**src/sv/boig_pkg.sv**
```systemverilog
// Shared package for the bisection order index generator.
// Holds the fixed field widths, the default point limit and the
// controller-to-datapath command and status structs. No dependencies.
package boig_pkg;

    localparam int DEFAULT_MAX_POINTS = 64;
    localparam int COUNT_W            = 7;
    localparam int INDEX_W            = 6;

    // Commands issued by the controller, each decoded from its current state.
    typedef struct packed {
        logic load;       // capture the (saturated) point count
        logic emit_top;   // emit count-1, or 0 for a single point
        logic emit_zero;  // emit 0 and set up the interior slots
        logic scan;       // examine one slot while looking for the longest segment
        logic pick;       // set up the search for the slot to emit
        logic locate;     // examine one slot while searching for that slot
        logic merge;      // merge single-entry segments and restart the scan
    } t_cmd;

    // Status returned by the datapath.
    typedef struct packed {
        logic in_zero;     // point count on the input port is zero
        logic cnt_one;     // captured count is one
        logic cnt_two;     // captured count is two
        logic slot_end;    // slot pointer sits on the last interior slot
        logic hit;         // current slot is the one to emit
        logic next_live;   // current slot is the first live slot after the emitted one in a split
        logic split;       // chosen segment is long enough to be split
        logic final_drop;  // only one interior entry is left
    } t_status;

endpackage

```
**src/sv/bisection_order_index_generator.sv**
```systemverilog
// Top level of the bisection order index generator.
// Instantiates the controller (boig_ctrl) and the datapath (boig_dpath).
// Depends on boig_pkg.
//
//  Channel   | Direction | Handshake                 | Payload
//  ----------+-----------+---------------------------+------------------------------
//  command   | in        | start, busy               | i_point_count[6:0]
//  result    | out       | o_valid (one-cycle strobe)| o_point_index[5:0], o_last
//
// An item is taken at a rising edge with start high and busy low. The count
// saturates at MAX_POINTS; a count of zero produces no result and busy stays
// low. Every index below the count is then sent once, one result per strobe,
// with o_last marking the final one. The receiver cannot stall the block:
// each result is on the ports for exactly one cycle.
//
// Sequence: the first two results (count-1 and 0) are sent from states of
// their own. Each interior index (m = count-2 of them) costs one pass of the
// slot pointer over all m slots to find the first longest segment, a setup
// step, a walk from the start of that segment to the emitted slot (and for a
// split on to the next live slot), and a merge step (none after the final index).
//
// Reset is synchronous and active low; it clears the state machine, the live
// and segment-start marks and the result strobe. No clearing pass is needed.
module bisection_order_index_generator
    import boig_pkg::*;
#(
    parameter int MAX_POINTS = DEFAULT_MAX_POINTS
) (
    input  logic               i_clk,
    input  logic               i_rst_n,
    input  logic               start,
    output logic               busy,
    input  logic [COUNT_W-1:0] i_point_count,
    output logic               o_valid,
    output logic [INDEX_W-1:0] o_point_index,
    output logic               o_last
);

    t_cmd    cmd;
    t_status status;

    // The controller only steps through the phases; all bookkeeping of
    // segments lives in the datapath.
    boig_ctrl u_ctrl (
        .i_clk    (i_clk),
        .i_rst_n  (i_rst_n),
        .start    (start),
        .busy     (busy),
        .i_status (status),
        .o_cmd    (cmd)
    );

    // The datapath holds one live mark and one segment-start mark per
    // interior slot. The value held by a slot is always its position plus
    // one, so no separate value memory is kept.
    boig_dpath #(
        .MAX_POINTS (MAX_POINTS)
    ) u_dpath (
        .i_clk         (i_clk),
        .i_rst_n       (i_rst_n),
        .i_point_count (i_point_count),
        .i_cmd         (cmd),
        .o_status      (status),
        .o_valid       (o_valid),
        .o_point_index (o_point_index),
        .o_last        (o_last)
    );

    // Results are only launched from an active run, so an idle cycle is
    // never followed by a strobe.
    a_idle_quiet: assert property (@(posedge i_clk) disable iff (!i_rst_n)
        !busy |=> !o_valid)
        else $error("result strobe after an idle cycle");

    // The final flag only ever accompanies a result.
    a_last_valid: assert property (@(posedge i_clk) disable iff (!i_rst_n)
        o_last |-> o_valid)
        else $error("last flag without a result strobe");

endmodule

```
**src/sv/boig_ctrl.sv**
```systemverilog
// Controller state machine for the bisection order index generator.
// Sequences emission, scan, pick, locate and merge steps of the datapath.
// Depends on boig_pkg.
module boig_ctrl
    import boig_pkg::*;
(
    input  logic    i_clk,
    input  logic    i_rst_n,
    input  logic    start,
    output logic    busy,
    input  t_status i_status,
    output t_cmd    o_cmd
);

    typedef enum logic [6:0] {
        S_IDLE      = 7'b0000001,
        S_EMIT_TOP  = 7'b0000010,
        S_EMIT_ZERO = 7'b0000100,
        S_SCAN      = 7'b0001000,
        S_PICK      = 7'b0010000,
        S_LOCATE    = 7'b0100000,
        S_MERGE     = 7'b1000000
    } t_state;

    t_state r_state;
    t_state n_state;

    always_comb begin
        n_state = r_state;
        o_cmd   = '0;
        unique case (r_state)
            S_IDLE: begin
                o_cmd.load = start;
                if (start && !i_status.in_zero) begin
                    n_state = S_EMIT_TOP;
                end
            end
            S_EMIT_TOP: begin
                o_cmd.emit_top = 1'b1;
                n_state = i_status.cnt_one ? S_IDLE : S_EMIT_ZERO;
            end
            S_EMIT_ZERO: begin
                o_cmd.emit_zero = 1'b1;
                n_state = i_status.cnt_two ? S_IDLE : S_SCAN;
            end
            S_SCAN: begin
                o_cmd.scan = 1'b1;
                if (i_status.slot_end) begin
                    n_state = S_PICK;
                end
            end
            S_PICK: begin
                o_cmd.pick = 1'b1;
                n_state = S_LOCATE;
            end
            S_LOCATE: begin
                o_cmd.locate = 1'b1;
                if (i_status.hit) begin
                    if (i_status.final_drop) begin
                        n_state = S_IDLE;
                    end else if (!i_status.split || i_status.slot_end) begin
                        n_state = S_MERGE;
                    end
                end else if (i_status.next_live || i_status.slot_end) begin
                    n_state = S_MERGE;
                end
            end
            S_MERGE: begin
                o_cmd.merge = 1'b1;
                n_state = S_SCAN;
            end
            default: begin
                n_state = S_IDLE;
            end
        endcase
    end

    always_ff @(posedge i_clk) begin
        if (!i_rst_n) begin
            r_state <= S_IDLE;
        end else begin
            r_state <= n_state;
        end
    end

    assign busy = (r_state != S_IDLE);

    // The final interior entry never leaves a split pending.
    a_final_no_split: assert property (@(posedge i_clk) disable iff (!i_rst_n)
        (r_state == S_LOCATE && i_status.hit && i_status.final_drop) |-> !i_status.split)
        else $error("final drop found in a segment that is being split");

    // A run always opens with the top index right after the item is taken.
    a_run_opens: assert property (@(posedge i_clk) disable iff (!i_rst_n)
        (r_state == S_IDLE && start && !i_status.in_zero) |=> (r_state == S_EMIT_TOP))
        else $error("accepted item did not start with the top index");

endmodule

```
**src/sv/boig_dpath.sv**
```systemverilog
// Datapath for the bisection order index generator: live and segment-start
// mark vectors, slot pointer, scan and locate registers, result registers.
// Depends on boig_pkg.
module boig_dpath
    import boig_pkg::*;
#(
    parameter int MAX_POINTS = DEFAULT_MAX_POINTS
) (
    input  logic               i_clk,
    input  logic               i_rst_n,
    input  logic [COUNT_W-1:0] i_point_count,
    input  t_cmd               i_cmd,
    output t_status            o_status,
    output logic               o_valid,
    output logic [INDEX_W-1:0] o_point_index,
    output logic               o_last
);

    localparam int IW = $clog2(MAX_POINTS);

    // Control state.
    logic [MAX_POINTS-1:0] r_live,  n_live;
    logic [MAX_POINTS-1:0] r_start, n_start;
    logic [IW-1:0]         r_remain, n_remain;
    logic                  r_valid, n_valid;
    logic                  r_last,  n_last;
    logic                  r_found, n_found;

    // Payload state.
    logic [COUNT_W-1:0] r_count, n_count;
    logic [IW-1:0]      r_last_slot, n_last_slot;
    logic [IW-1:0]      r_slot, n_slot;
    logic [IW-1:0]      r_cur_first, n_cur_first;
    logic [IW-1:0]      r_cur_len, n_cur_len;
    logic [IW-1:0]      r_best_first, n_best_first;
    logic [IW-1:0]      r_best_len, n_best_len;
    logic [IW-1:0]      r_seen, n_seen;
    logic [IW-1:0]      r_target, n_target;
    logic               r_split, n_split;
    logic [INDEX_W-1:0] r_index, n_index;

    logic [COUNT_W-1:0]    interior;
    logic [MAX_POINTS-1:0] init_live;
    logic [IW-1:0]         len_inc;
    logic                  slot_live;
    logic                  hit;
    logic                  next_live;
    logic                  any_multi;

    assign interior  = r_count - COUNT_W'(2);
    assign slot_live = r_live[r_slot];
    assign hit       = slot_live && !r_found && (r_seen == r_target);
    assign next_live = slot_live && r_found;
    assign any_multi = |(r_live & ~r_start);
    assign len_inc   = r_start[r_slot] ? IW'(1) : (r_cur_len + IW'(1));

    always_comb begin
        for (int j = 0; j < MAX_POINTS; j++) begin
            init_live[j] = (COUNT_W'(j) < interior);
        end
    end

    always_comb begin
        n_live       = r_live;
        n_start      = r_start;
        n_remain     = r_remain;
        n_valid      = 1'b0;
        n_last       = 1'b0;
        n_found      = r_found;
        n_count      = r_count;
        n_last_slot  = r_last_slot;
        n_slot       = r_slot;
        n_cur_first  = r_cur_first;
        n_cur_len    = r_cur_len;
        n_best_first = r_best_first;
        n_best_len   = r_best_len;
        n_seen       = r_seen;
        n_target     = r_target;
        n_split      = r_split;
        n_index      = r_index;

        if (i_cmd.load) begin
            n_count = (i_point_count > COUNT_W'(MAX_POINTS)) ? COUNT_W'(MAX_POINTS)
                                                             : i_point_count;
        end

        if (i_cmd.emit_top) begin
            n_valid = 1'b1;
            n_last  = (r_count == COUNT_W'(1));
            n_index = (r_count == COUNT_W'(1)) ? '0 : INDEX_W'(r_count - COUNT_W'(1));
        end

        if (i_cmd.emit_zero) begin
            n_valid     = 1'b1;
            n_last      = (r_count == COUNT_W'(2));
            n_index     = '0;
            n_live      = init_live;
            n_start     = '0;
            n_start[0]  = (r_count > COUNT_W'(2));
            n_remain    = IW'(interior);
            n_last_slot = IW'(r_count - COUNT_W'(3));
        end

        if (i_cmd.scan && slot_live) begin
            n_cur_len = len_inc;
            if (r_start[r_slot]) begin
                n_cur_first = r_slot;
            end
            if (len_inc > r_best_len) begin
                n_best_len   = len_inc;
                n_best_first = r_start[r_slot] ? r_slot : r_cur_first;
            end
        end
        if (i_cmd.scan || i_cmd.locate) begin
            n_slot = r_slot + IW'(1);
        end

        if (i_cmd.pick) begin
            n_slot   = r_best_first;
            n_seen   = '0;
            n_found  = 1'b0;
            n_split  = (r_best_len > IW'(2));
            // A short segment gives up its last entry, a longer one its middle.
            n_target = (r_best_len > IW'(2)) ? (r_best_len >> 1) : (r_best_len - IW'(1));
        end

        if (i_cmd.locate) begin
            if (slot_live && !r_found) begin
                n_seen = r_seen + IW'(1);
            end
            if (hit) begin
                n_valid         = 1'b1;
                n_last          = (r_remain == IW'(1));
                n_index         = INDEX_W'(r_slot) + INDEX_W'(1);
                n_live[r_slot]  = 1'b0;
                n_start[r_slot] = 1'b0;
                n_remain        = r_remain - IW'(1);
                n_found         = 1'b1;
            end
            if (next_live && r_split) begin
                n_start[r_slot] = 1'b1;
            end
        end

        if (i_cmd.merge) begin
            if (!any_multi) begin
                // Keep only the lowest live slot as a segment start.
                n_start = r_live & (~r_live + MAX_POINTS'(1));
            end
        end

        if (i_cmd.emit_zero || i_cmd.merge) begin
            n_slot       = '0;
            n_cur_first  = '0;
            n_cur_len    = '0;
            n_best_first = '0;
            n_best_len   = '0;
        end
    end

    always_ff @(posedge i_clk) begin
        if (!i_rst_n) begin
            r_live   <= '0;
            r_start  <= '0;
            r_remain <= '0;
            r_valid  <= 1'b0;
            r_last   <= 1'b0;
            r_found  <= 1'b0;
        end else begin
            r_live   <= n_live;
            r_start  <= n_start;
            r_remain <= n_remain;
            r_valid  <= n_valid;
            r_last   <= n_last;
            r_found  <= n_found;
        end
    end

    always_ff @(posedge i_clk) begin
        r_count      <= n_count;
        r_last_slot  <= n_last_slot;
        r_slot       <= n_slot;
        r_cur_first  <= n_cur_first;
        r_cur_len    <= n_cur_len;
        r_best_first <= n_best_first;
        r_best_len   <= n_best_len;
        r_seen       <= n_seen;
        r_target     <= n_target;
        r_split      <= n_split;
        r_index      <= n_index;
    end

    assign o_status.in_zero    = (i_point_count == '0);
    assign o_status.cnt_one    = (r_count == COUNT_W'(1));
    assign o_status.cnt_two    = (r_count == COUNT_W'(2));
    assign o_status.slot_end   = (r_slot == r_last_slot);
    assign o_status.hit        = hit;
    assign o_status.next_live  = next_live && r_split;
    assign o_status.split      = r_split;
    assign o_status.final_drop = (r_remain == IW'(1));

    assign o_valid       = r_valid;
    assign o_point_index = r_index;
    assign o_last        = r_last;

    // The remaining count always matches the number of live slots.
    a_remain_matches: assert property (@(posedge i_clk) disable iff (!i_rst_n)
        (32'(r_remain) == 32'($countones(r_live))))
        else $error("remaining count differs from live slot count");

    // A segment start mark is only ever carried by a live slot.
    a_start_live: assert property (@(posedge i_clk) disable iff (!i_rst_n)
        ((r_start & ~r_live) == '0))
        else $error("segment start mark on a slot that is not live");

endmodule

```
**config.mk**
```make
export PLATFORM = sky130hd
export DESIGN_NAME = bisection_order_index_generator
export DESIGN_NICKNAME = d
export VERILOG_FILES = /design/src/sv/boig_pkg.sv /design/src/sv/bisection_order_index_generator.sv /design/src/sv/boig_ctrl.sv /design/src/sv/boig_dpath.sv
export SDC_FILE = /design/constraint.sdc
export NUM_CORES = 1
export LEC_CHECK = 0
export BUFFER_PORTS_ARGS = -buffer_cell sky130_fd_sc_hd__buf_2
export CORE_MARGIN = 2
export CORE_UTILIZATION = 60
export DETAILED_ROUTE_END_ITERATION = 8
export PLACE_DENSITY_LB_ADDON = 0.1
export SLEW_MARGIN = 20
export SYNTH_ARGS = -nofsm -noshare
export SYNTH_HDL_FRONTEND = slang
export SYNTH_SLANG_ARGS = --single-unit
```
**constraint.sdc**
```tcl
create_clock -name i_clk -period 4.75 [get_ports i_clk]
set_input_delay 0.95 -clock i_clk [delete_from_list [all_inputs] [get_ports i_clk]]
set_output_delay 0.95 -clock i_clk [all_outputs]
set_load 0.1 [all_outputs]
```
=== Word level (Yosys, flattened, before mapping) ===
Index checks and enable logic that the tools add are counted.

* Div/mod/pow operators: 0
* Add/subtract/negate cells: 9
* Bitwise operators: 8
* Muxes and demuxes: 59
* Magnitude comparators: 70
* Equality and inequality tests: 17
* Reductions and logical operators: 19
* Shifts and indexed selects: 0
* Multipliers: 0

{| class="wikitable"
|+ Operators with widths
! operator !! number
|-
| $mux W64 || 10
|-
| $and A64 B64 Y64 || 4
|-
| $lt A6 B7 Y1 const A || 32
|-
| $not A64 Y64 || 3
|-
| $lt A5 B7 Y1 const A || 16
|-
| $mux W6 || 15
|-
| $add A64 B1 Y64 const B || 1
|-
| $or A64 B64 Y64 || 1
|-
| $reduce_or A64 Y1 || 1
|-
| $lt A4 B7 Y1 const A || 8
|-
| $pmux W7 S7 || 1
|-
| $mux W7 || 6
|-
| $lt A3 B7 Y1 const A || 4
|-
| $mux W1 || 21
|-
| $add A6 B1 Y6 const B || 3
|-
| $sub A6 B1 Y6 const B || 3
|-
| $eq A7 B1 Y1 const B || 2
|-
| $eq A7 B2 Y1 const B || 2
|-
| $lt A1 B7 Y1 const A || 2
|-
| $lt A2 B7 Y1 const A || 2
|-
| $bmux W1 S6 || 2
|-
| $eq A6 B6 Y1 || 2
|-
| $eq A7 B3 Y1 const B || 1
|-
| $eq A7 B4 Y1 const B || 1
|-
| other kinds (27) || 39
|}

* Output and inout port bits: 9
* Register bits after elaboration: 206
* Memories kept: 0
* Bits in latches: 0
* Word-level logic and storage cells: 201
* Memory bits (writable): 0
* Memory bits (read-only): 0

=== Depth between registers and ports, before layout ===
Gate-level depths: netlist (run 1).

* Depth in word-level cells: 13
* Gate-level depth with buffers: 22
* Mapped depth without buffers: 16

=== Hierarchy ===
From an unflattened synthesis (run 1), not the netlist that was laid out.

* Cell total of the unflattened synthesis: 1,663
* Area total of the unflattened synthesis: 13,211.4 um2

{| class="wikitable"
|+ By module, submodules not included
! module !! area each (um2) !! sequential area each (um2) !! instances !! cells each
|-
| boig_dpath || 12,718.4 || 4,184.0 || 1 || 1,600
|-
| boig_ctrl || 493.0 || 140.1 || 1 || 63
|}

=== Worst setup path before layout (run 1) ===
No wires, ideal clock.

* Kind: register to register
* Start point: reg u_dpath.r_slot[0]
* End point: reg u_dpath.r_best_len[4]
* Path slack: 988 ps
* Arrival: 3,641 ps
* Clock period less this slack: 3,762 ps
* Required time: 4,629 ps
* Cell stages (with the launch flop): 21
* Cells stage by stage: dfxtp_1 -> buf_6 -> buf_12 -> buf_12 -> nor2_2 -> a221o_1 -> a222oi_1 -> nor3_1 -> o31ai_4 -> nand3_4 -> buf_6 -> nor2_1 -> ha_1 -> nor2b_1 -> o21a_1 -> o21a_1 -> o21ai_0 -> a21o_1 -> or3_1 -> clkbuf_1 -> mux2_2

* Longest elaborated chain between the ends: 5

{| class="wikitable"
|+ Ends and longest elaborated chain
! what !! RTL line !! RTL
|-
| from (decl) || boig_dpath.sv:32 || <nowiki>logic [IW-1:0] r_slot, n_slot;</nowiki>
|-
| from (signal assigned) || boig_dpath.sv:182 || <nowiki>r_slot <= n_slot;</nowiki>
|-
| $bmux W1 S6 || boig_dpath.sv:55 || <nowiki>assign len_inc = r_start[r_slot] ? IW'(1) : (r_cur_len + IW'(1));</nowiki>
|-
| $mux W1 (implied by the code) || boig_dpath.sv:55 ||
|-
| $mux W6 || boig_dpath.sv:55 ||
|-
| $gt A6 B6 Y1 || boig_dpath.sv:109 || <nowiki>if (len_inc > r_best_len) begin</nowiki>
|-
| $reduce_and A2 Y1 (no line) || -- ||
|-
| to (signal assigned) || boig_dpath.sv:186 || <nowiki>r_best_len <= n_best_len;</nowiki>
|-
| to (decl) || boig_dpath.sv:36 || <nowiki>logic [IW-1:0] r_best_len, n_best_len;</nowiki>
|}

Parallel ways exist; a longest one is shown, timed or not. The select of a mux whose other input is x is not followed.
A chain may end at the register's enable or synchronous reset.

=== Worst setup path in the final report (run 1) ===
* Start point: reg u_dpath.r_slot[2]
* End point: reg u_dpath.r_best_first[3]

* Longest elaborated chain between the ends: 5

{| class="wikitable"
|+ Ends and longest elaborated chain
! what !! RTL line !! RTL
|-
| $bmux W1 S6 || boig_dpath.sv:55 ||
|-
| $mux W1 (implied by the code) || boig_dpath.sv:55 ||
|-
| $mux W6 || boig_dpath.sv:55 ||
|-
| named net u_dpath.len_inc[4] || boig_dpath.sv:44 || <nowiki>logic [IW-1:0] len_inc;</nowiki>
|-
| $gt A6 B6 Y1 || boig_dpath.sv:109 ||
|-
| $reduce_and A2 Y1 (no line) || -- ||
|-
| to (signal assigned) || boig_dpath.sv:185 || <nowiki>r_best_first <= n_best_first;</nowiki>
|-
| to (decl) || boig_dpath.sv:35 || <nowiki>logic [IW-1:0] r_best_first, n_best_first;</nowiki>
|}

The timed path passes the listed nets, and every way through them passes these cells. The select of a mux whose other input is x is not followed.

==> results.ini, run 1 <==
[routing]
vias=13800
drtAntennaViolNets=0
drt-vias-per-instance=7.41
wl_per_cell_um=28.9
finalWirelength_mm=54.0
drtIter0Drc=2266
route.detailed.drc=0
dr.pass1.iters=6

[run]
maxCapViolCount=0

[setup_path]
crit_type=flop to flop
worst_path_max_delay_cell=nor3_2
r2r-end=u_dpath.r_best_first[3]
r2r-start=u_dpath.r_slot[2]
cp.buffers_inverters=1
r2r_slack_ns=0.33
start_kind=flop
crit_family=compound AO/OA/AOI/OAI gates
path_cells=buf_4 -> nor2_2 -> a221o_1 -> a222oi_1 -> nor3_1 -> o31ai_4 -> nand3_4 -> a21oi_1 -> ha_1 -> nand4_1 -> o22ai_1 -> a21o_1 -> nor3_2 -> o21ai_0 -> a21oi_1
worstPathRequired_ns=5.23
crit_cells=15
path_max_fanout=25
cp-end-kind=flop
r2r_cells=15
max_stage_delay_ns=0.54
cpMostUsedCell=a21oi_1
worstPathArrival_ns=4.91

[sta]
tns_ns=0
final-hold-violation-count=0
max_slew_margin_pct=29.0
period_share_pct=93.1
rsz0062_at_grt=false
drv_slew=0
layout_setup_ws_ns=0.328
finalCriticalPeriod_ns=4.42
whs_ns=0.470
setup_violations=0
worstMarginPinSlew_ns=1.06
clock.fmax_mhz=226
skew_ns=0.0146

[logic_synthesis]
async_flop_share_pct=0
synth_enable_flop_cells=20
yosysSeqAreaShare_pct=33.4
synth_compound_area_share_pct=27.0
yosys.cell_types.count=101
synthCells=1596
synth_fa_ha_area_share_pct=2.12
synth_warnings=0
ys_seq_elements=206
synth_area_leader_cell=dfxtp_1
syn_area_um2=13000
synth_simple_gate_area_share_pct=23.3
syn-num-nets=1628
synth-main-ff-cell=dfxtp_1
synthXorXnorAreaFrac_pct=1.96
ys_top_cells_by_area=dfxtp_1, a21oi_1, edfxtp_1, nand2_1, o21ai_0
synthMuxAreaShare_pct=5.76
synth_top_area_share_pct=28.7
syn_avg_cell_area_um2=8.12
synth_top_family_by_area=compound AO/OA/AOI/OAI gates

[power]
design_power_total_mw=5.25
p_per_area_nw_per_um2=373
power.leakage_nw=5.13
peakVddDrop_uv=795

[hold_path]
whs_path_depth=2
min-delay-start=u_dpath.r_cur_first[0]
hold_end=u_dpath.r_cur_first[0]
worstHoldPathType=flop to flop

[clocking]
root_buffer=clkbuf_16
cts_tree=yes
clock-sinks=206
postCtsHoldBufs=0
clk_latency_ns=0.56
clk_path_buf_depth=3
cts-buffers-inserted=25
cts_setup_buffers=0
ctsResizeCount=0
cts.clk_slew.worst_paths_ns=0.06
htreeDepth=1

[final_layout]
drive_gt1_share_pct=10.8
n_fill_cell=1814
instances_no_fill=1867
area_growth_pct=8.34
num-nets-final=1604

[global_route]
grt_pass1_vias=12700
overflow=0
grt.total_usage_pct=47.6
antenna_found_initial=5
grt_max_degree=91
grt_pass1_wl_mm=80.4

[floorplan]
die_width_um=151
rows=53
start_util_pct=61.5
die_y_um=151
dieArea_um2=22800
io_pins=19
core_um2=21100

[placed_design]
dpl.cell_count=1820
place_ws_ns=0.536
numPortBuffers=18
gp_congestion=1.10
dp_hpwl_mm=38.0

[status]
status=finished, final reports clean

area by class of cell:
| type | count | area, um2 | area share [%] |
|---|---|---|---|
| clock inverters | 4 | 63.8 | 0.454 |
| multi-input cells | 1203 | 7800 | 55.5 |
| inverters | 67 | 251 | 1.79 |
| flip-flops and latches | 206 | 4330 | 30.8 |
| diodes | 2 | 5.00 | 0.0356 |
| well taps | 275 | 344 | 2.45 |
| clock buffers | 41 | 756 | 5.38 |
| repair buffers | 69 | 498 | 3.55 |
metal layers:
layer	track usage (%)	vias up	wire, um
met5	0	-	68
met4	34.0	6	5350
met3	17.0	352	7780
met2	68.1	1197	21300
met1	59.2	6347	19500
li1	-	5939	-
power by group:
| group | total, mW | internal [mW] | switching (mW) | leakage [nW] |
|---|---|---|---|---|
| registers | 1.91 | 1.83 | 0.0848 | 1.69 |
| logic | 1.40 | 0.403 | 0.993 | 3.03 |
| clock network | 1.93 | 1.14 | 0.795 | 0.401 |
how the worst max path moves through the flow:
stage,start,end
3_3_place_gp,u_dpath.r_slot[2],u_dpath.r_best_len[4]
5_1_grt,u_dpath.r_slot[1],u_dpath.r_best_first[2]
2_1_floorplan,u_dpath.r_slot[0],u_dpath.r_best_len[4]
4_1_cts,u_dpath.r_slot[2],u_dpath.r_best_len[0]
3_5_place_dp,u_dpath.r_slot[2],u_dpath.r_best_len[0]
6_report,u_dpath.r_slot[2],u_dpath.r_best_first[3]
cells in the final DEF (no fill, tap or decap), drive strengths merged, types with 8 or more instances in the layout:
cell    synthesis  routed
nand2         148     148
nor2          105     105
nand3b          8       8
nor2b          23      23
o21a            8       8
a21o            8       8
a31oi          34      34
a32oi           8       8
a211oi         28      28
o22ai          17      17
xor2           18      18
mux2i          39      39
buf            48      69
o21ai          91      91
edfxtp         20      20
and3           14      14
o311ai         10      10
nand2b         33      33
a311oi          9       9
xnor2          11      11
nand3          66      66
o211ai         55      55
and2           20      20
dfxtp         186     186
a22oi          16      16
mux4           10      10
nor4           28      28
o221ai         13      13
nand4          19      19
or4             8       8
clkbuf         72      41
inv            66      66
nor3b          13      13
or3            16      16
nor3           48      48
mux2           10      10
a21oi         151     151
ha             22      22
worst min-delay path, stage by stage (launching register included):
cell     delay, ns
dfxtp_1       0.31
nand2_1       0.05
o21ai_0       0.06
metrics by stage:
stage / util [%] / area, um2
3_3_place_gp: 62.7 / 13200
6_report: 66.6 / 14000
4_1_cts: 66.6 / 14000
2_1_floorplan: - / 13000
3_5_place_dp: 62.7 / 13200
5_1_grt: 66.6 / 14000
cell usage after synthesis (10+ instances only):
| cell type | instances |
|---|---|
| o311ai_0 | 10 |
| or3_1 | 15 |
| nor3_1 | 41 |
| nor2_1 | 101 |
| and3_1 | 14 |
| a21oi_1 | 149 |
| a31oi_1 | 34 |
| edfxtp_1 | 20 |
| nand4_1 | 19 |
| a211oi_1 | 26 |
| nor2b_1 | 23 |
| a22oi_1 | 16 |
| nand2b_1 | 33 |
| xor2_1 | 18 |
| mux2i_1 | 39 |
| buf_2 | 27 |
| nor3b_1 | 12 |
| inv_1 | 63 |
| clkbuf_1 | 71 |
| o21ai_0 | 89 |
| and2_1 | 18 |
| nor4_1 | 25 |
| o221ai_1 | 13 |
| ha_1 | 22 |
| nand2_1 | 147 |
| xnor2_1 | 11 |
| o211ai_1 | 55 |
| nand3_1 | 65 |
| dfxtp_1 | 186 |
| o22ai_1 | 17 |
kinds of logic after synthesis:
group	Yosys count
and+or+nand+nor	573
AOI/OAI and AO/OA	520
DFF	206
buffers and inverters	187
muxes	59
xor gates and xnor gates	29
adders and majority gates	22
state kept, by name, summed over array words and instances, names as in the netlist, 7 cells and up:
| signal | flops |
|---|---|
| u_dpath.r_live | 64 |
| u_dpath.r_start | 64 |
| u_dpath.r_count | 7 |
| u_ctrl.r_state | 7 |
Note: power is estimated with default switching activity, not from simulation.
==> run 2, diff against run 1 <==
- BUFFER_PORTS_ARGS: -buffer_cell sky130_fd_sc_hd__buf_2 -> not set
- CORE_ASPECT_RATIO: not set -> 1.25
- DONT_BUFFER_PORTS: not set -> 1
- TNS_END_PERCENT: not set -> 1
==> run 2 against run 1 <==
Sequential cell count is the same. Combinational power decreased by 13%. Count of clock-buffer cells in the layout down 8. Design area fell by 0.93%. Global-route usage is 0.66 points higher. Sequential share of layout area grew 0.29 points. Routed wire length grew 2.8%. Via count barely moved. Sequential power up 9.9%. Fmax about the same. Clock skew rose by 0.012 ns. Die area is essentially flat.
==> results.ini, run 2 (same netlist as run 1, synthesis figures left out) <==
[status]
status=finished, final reports clean

[placed_design]
dp_hpwl_mm=39.6  ; +4.2%
dpl.cell_count=1814  ; -0.33%
dpl-instance-area_um2=13200  ; -0.38%
gp_congestion=1.10  ; -0.54%
numPortBuffers=0  ; -18
place_ws_ns=0.489  ; -0.0468 ns

[setup_path]
startpoint=u_dpath.r_slot[2]
r2r_cells=15  ; unchanged
worstPathArrival_ns=4.87  ; -0.04 ns
crit_type=flop to flop
path_max_fanout=26  ; +4.0%
start_kind=flop
r2r-end=u_dpath.r_best_first[5]
cp-end-kind=flop
r2r_slack_ns=0.32  ; about the same
r2r-start=u_dpath.r_slot[2]
worstPathRequired_ns=5.19  ; -0.04 ns

[sta]
max_slew_margin_pct=16.2  ; -13 points
period_share_pct=93.2  ; about the same
skew_ns=0.0270  ; +0.0124 ns
setup_violations=0  ; unchanged
rsz0062_at_grt=false
tns_ns=0  ; unchanged
worstMarginPinSlew_ns=1.25  ; +0.190 ns
final-hold-violation-count=0  ; unchanged
finalCriticalPeriod_ns=4.43  ; +0.00373 ns
drv_slew=0  ; unchanged
layout_setup_ws_ns=0.324  ; -0.00373 ns
clock.fmax_mhz=226  ; about the same

[floorplan]
io_pins=19  ; unchanged
start_util_pct=60.6  ; -0.88 points
die_width_um=135  ; -10%
core_um2=21400  ; +1.5%
dieArea_um2=22800  ; about the same
die_y_um=168  ; +11%
rows=60  ; +13%

[final_layout]
mostFrequentLayoutCell=dfxtp_1
num-nets-final=1592  ; -0.75%
drive_gt1_share_pct=10.2  ; -0.60 points
reg_top3=u_dpath.r_live: 64 flops, u_dpath.r_start: 64 flops
n_fill_cell=1856  ; +2.3%
area_growth_pct=7.33
fin_area_um2=13900  ; -0.93%
instances_no_fill=1854  ; -0.70%
final_cell_mix=dfxtp_1, a21oi_1, nand2_1
num_antenna_cells=0  ; -2

[power]
peakVddDrop_uv=595  ; -25%
design_power_total_mw=5.14  ; -2.0%
power.leakage_nw=5.05  ; -1.5%
p_per_area_nw_per_um2=369  ; -1.1%

[clocking]
postCtsHoldBufs=0  ; unchanged
clk_path_buf_depth=3  ; unchanged
root_buffer=clkbuf_16
cts-buffers-inserted=23  ; -8.0%
clock-sinks=206  ; unchanged
htreeDepth=1  ; unchanged
cts_setup_buffers=0  ; unchanged
ctsResizeCount=0  ; unchanged
clk_latency_ns=0.54  ; -0.02 ns
cts_tree=yes
cts.clk_slew.worst_paths_ns=0.07  ; about the same

[global_route]
grt_pass1_wl_mm=81.9  ; +1.8%
grt.total_usage_pct=48.3  ; +0.66 points
grt_max_degree=89  ; -2.2%
overflow=0  ; unchanged
antenna_found_initial=1  ; -4
grt_pass1_vias=12900  ; +1.6%

[hold_path]
whs_path_depth=2  ; unchanged
min-delay-start=u_dpath.r_cur_first[2]
hold_end=u_dpath.r_cur_first[2]
worstHoldPathType=flop to flop

[routing]
drtAntennaViolNets=0  ; unchanged
drt-vias-per-instance=7.46  ; +0.69%
dr.pass1.iters=7  ; +1
drtIter0Drc=2228  ; -1.7%
wl_per_cell_um=29.9  ; +3.5%
vias=13800  ; -0.014%
finalWirelength_mm=55.5  ; +2.8%
route.detailed.drc=0  ; unchanged

[run]
maxCapViolCount=0  ; unchanged

## run 2: stage by stage
stage | utilization, % | hold slack [ns]
5_1_grt | 65.0 | 0.478
3_3_place_gp | 61.6 | 0.447
4_1_cts | 65.0 | 0.460
6_report | 65.0 | 0.457
3_5_place_dp | 61.6 | 0.450
2_1_floorplan | - | 0.435
## run 2: worst max path at each step
stage / slack, ns / cells after the start / endpoint
global route: 0.04 / 14 / u_dpath.r_best_first[5]
floorplan: 0.99 / 20 / u_dpath.r_best_len[4]
detailed placement: 0.49 / 16 / u_dpath.r_best_len[4]
global placement: 0.57 / 16 / u_dpath.r_best_len[4]
CTS: 0.44 / 15 / u_dpath.r_best_len[0]
finish: 0.32 / 15 / u_dpath.r_best_first[5]
## run 2: cell type report
| class | instances | area, um2 | share of cell area (%) |
|---|---|---|---|
| clock inverters | 7 | 88.8 | 0.638 |
| multi-input cells | 1203 | 7800 | 56.1 |
| well taps | 279 | 349 | 2.51 |
| inverters | 67 | 251 | 1.81 |
| flip-flops and latches | 206 | 4330 | 31.1 |
| clock buffers | 33 | 653 | 4.69 |
| repair buffers | 59 | 443 | 3.18 |
## run 2: report_power, final
part / switching (mW) / leakage, nW / internal [mW]
logic: 0.824 / 2.99 / 0.392
registers: 0.275 / 1.69 / 1.83
clock network: 0.761 / 0.368 / 1.06
total: 1.86 / 5.05 / 3.28
## run 2: routing by layer
metal	up-vias	wire length, um	global-route usage (%)
met1	6483	19300	57.8
li1	5896	-	-
met2	1133	23400	72.4
met5	-	0	0
met3	327	7410	15.0
met4	0	5450	35.8
## run 2: worst max-delay path: stages, from the launching register on
cell,delay (ns)
dfxtp_2,0.38
buf_4,0.32
nor2_2,0.07
a221o_1,0.36
a222oi_1,0.42
nor3_1,0.14
o31ai_4,0.44
nand3_4,0.38
a21oi_1,0.31
ha_1,0.28
nand4_1,0.11
o22ai_1,0.07
a21o_1,0.17
nor3_2,0.53
o21ai_0,0.16
a31oi_1,0.17
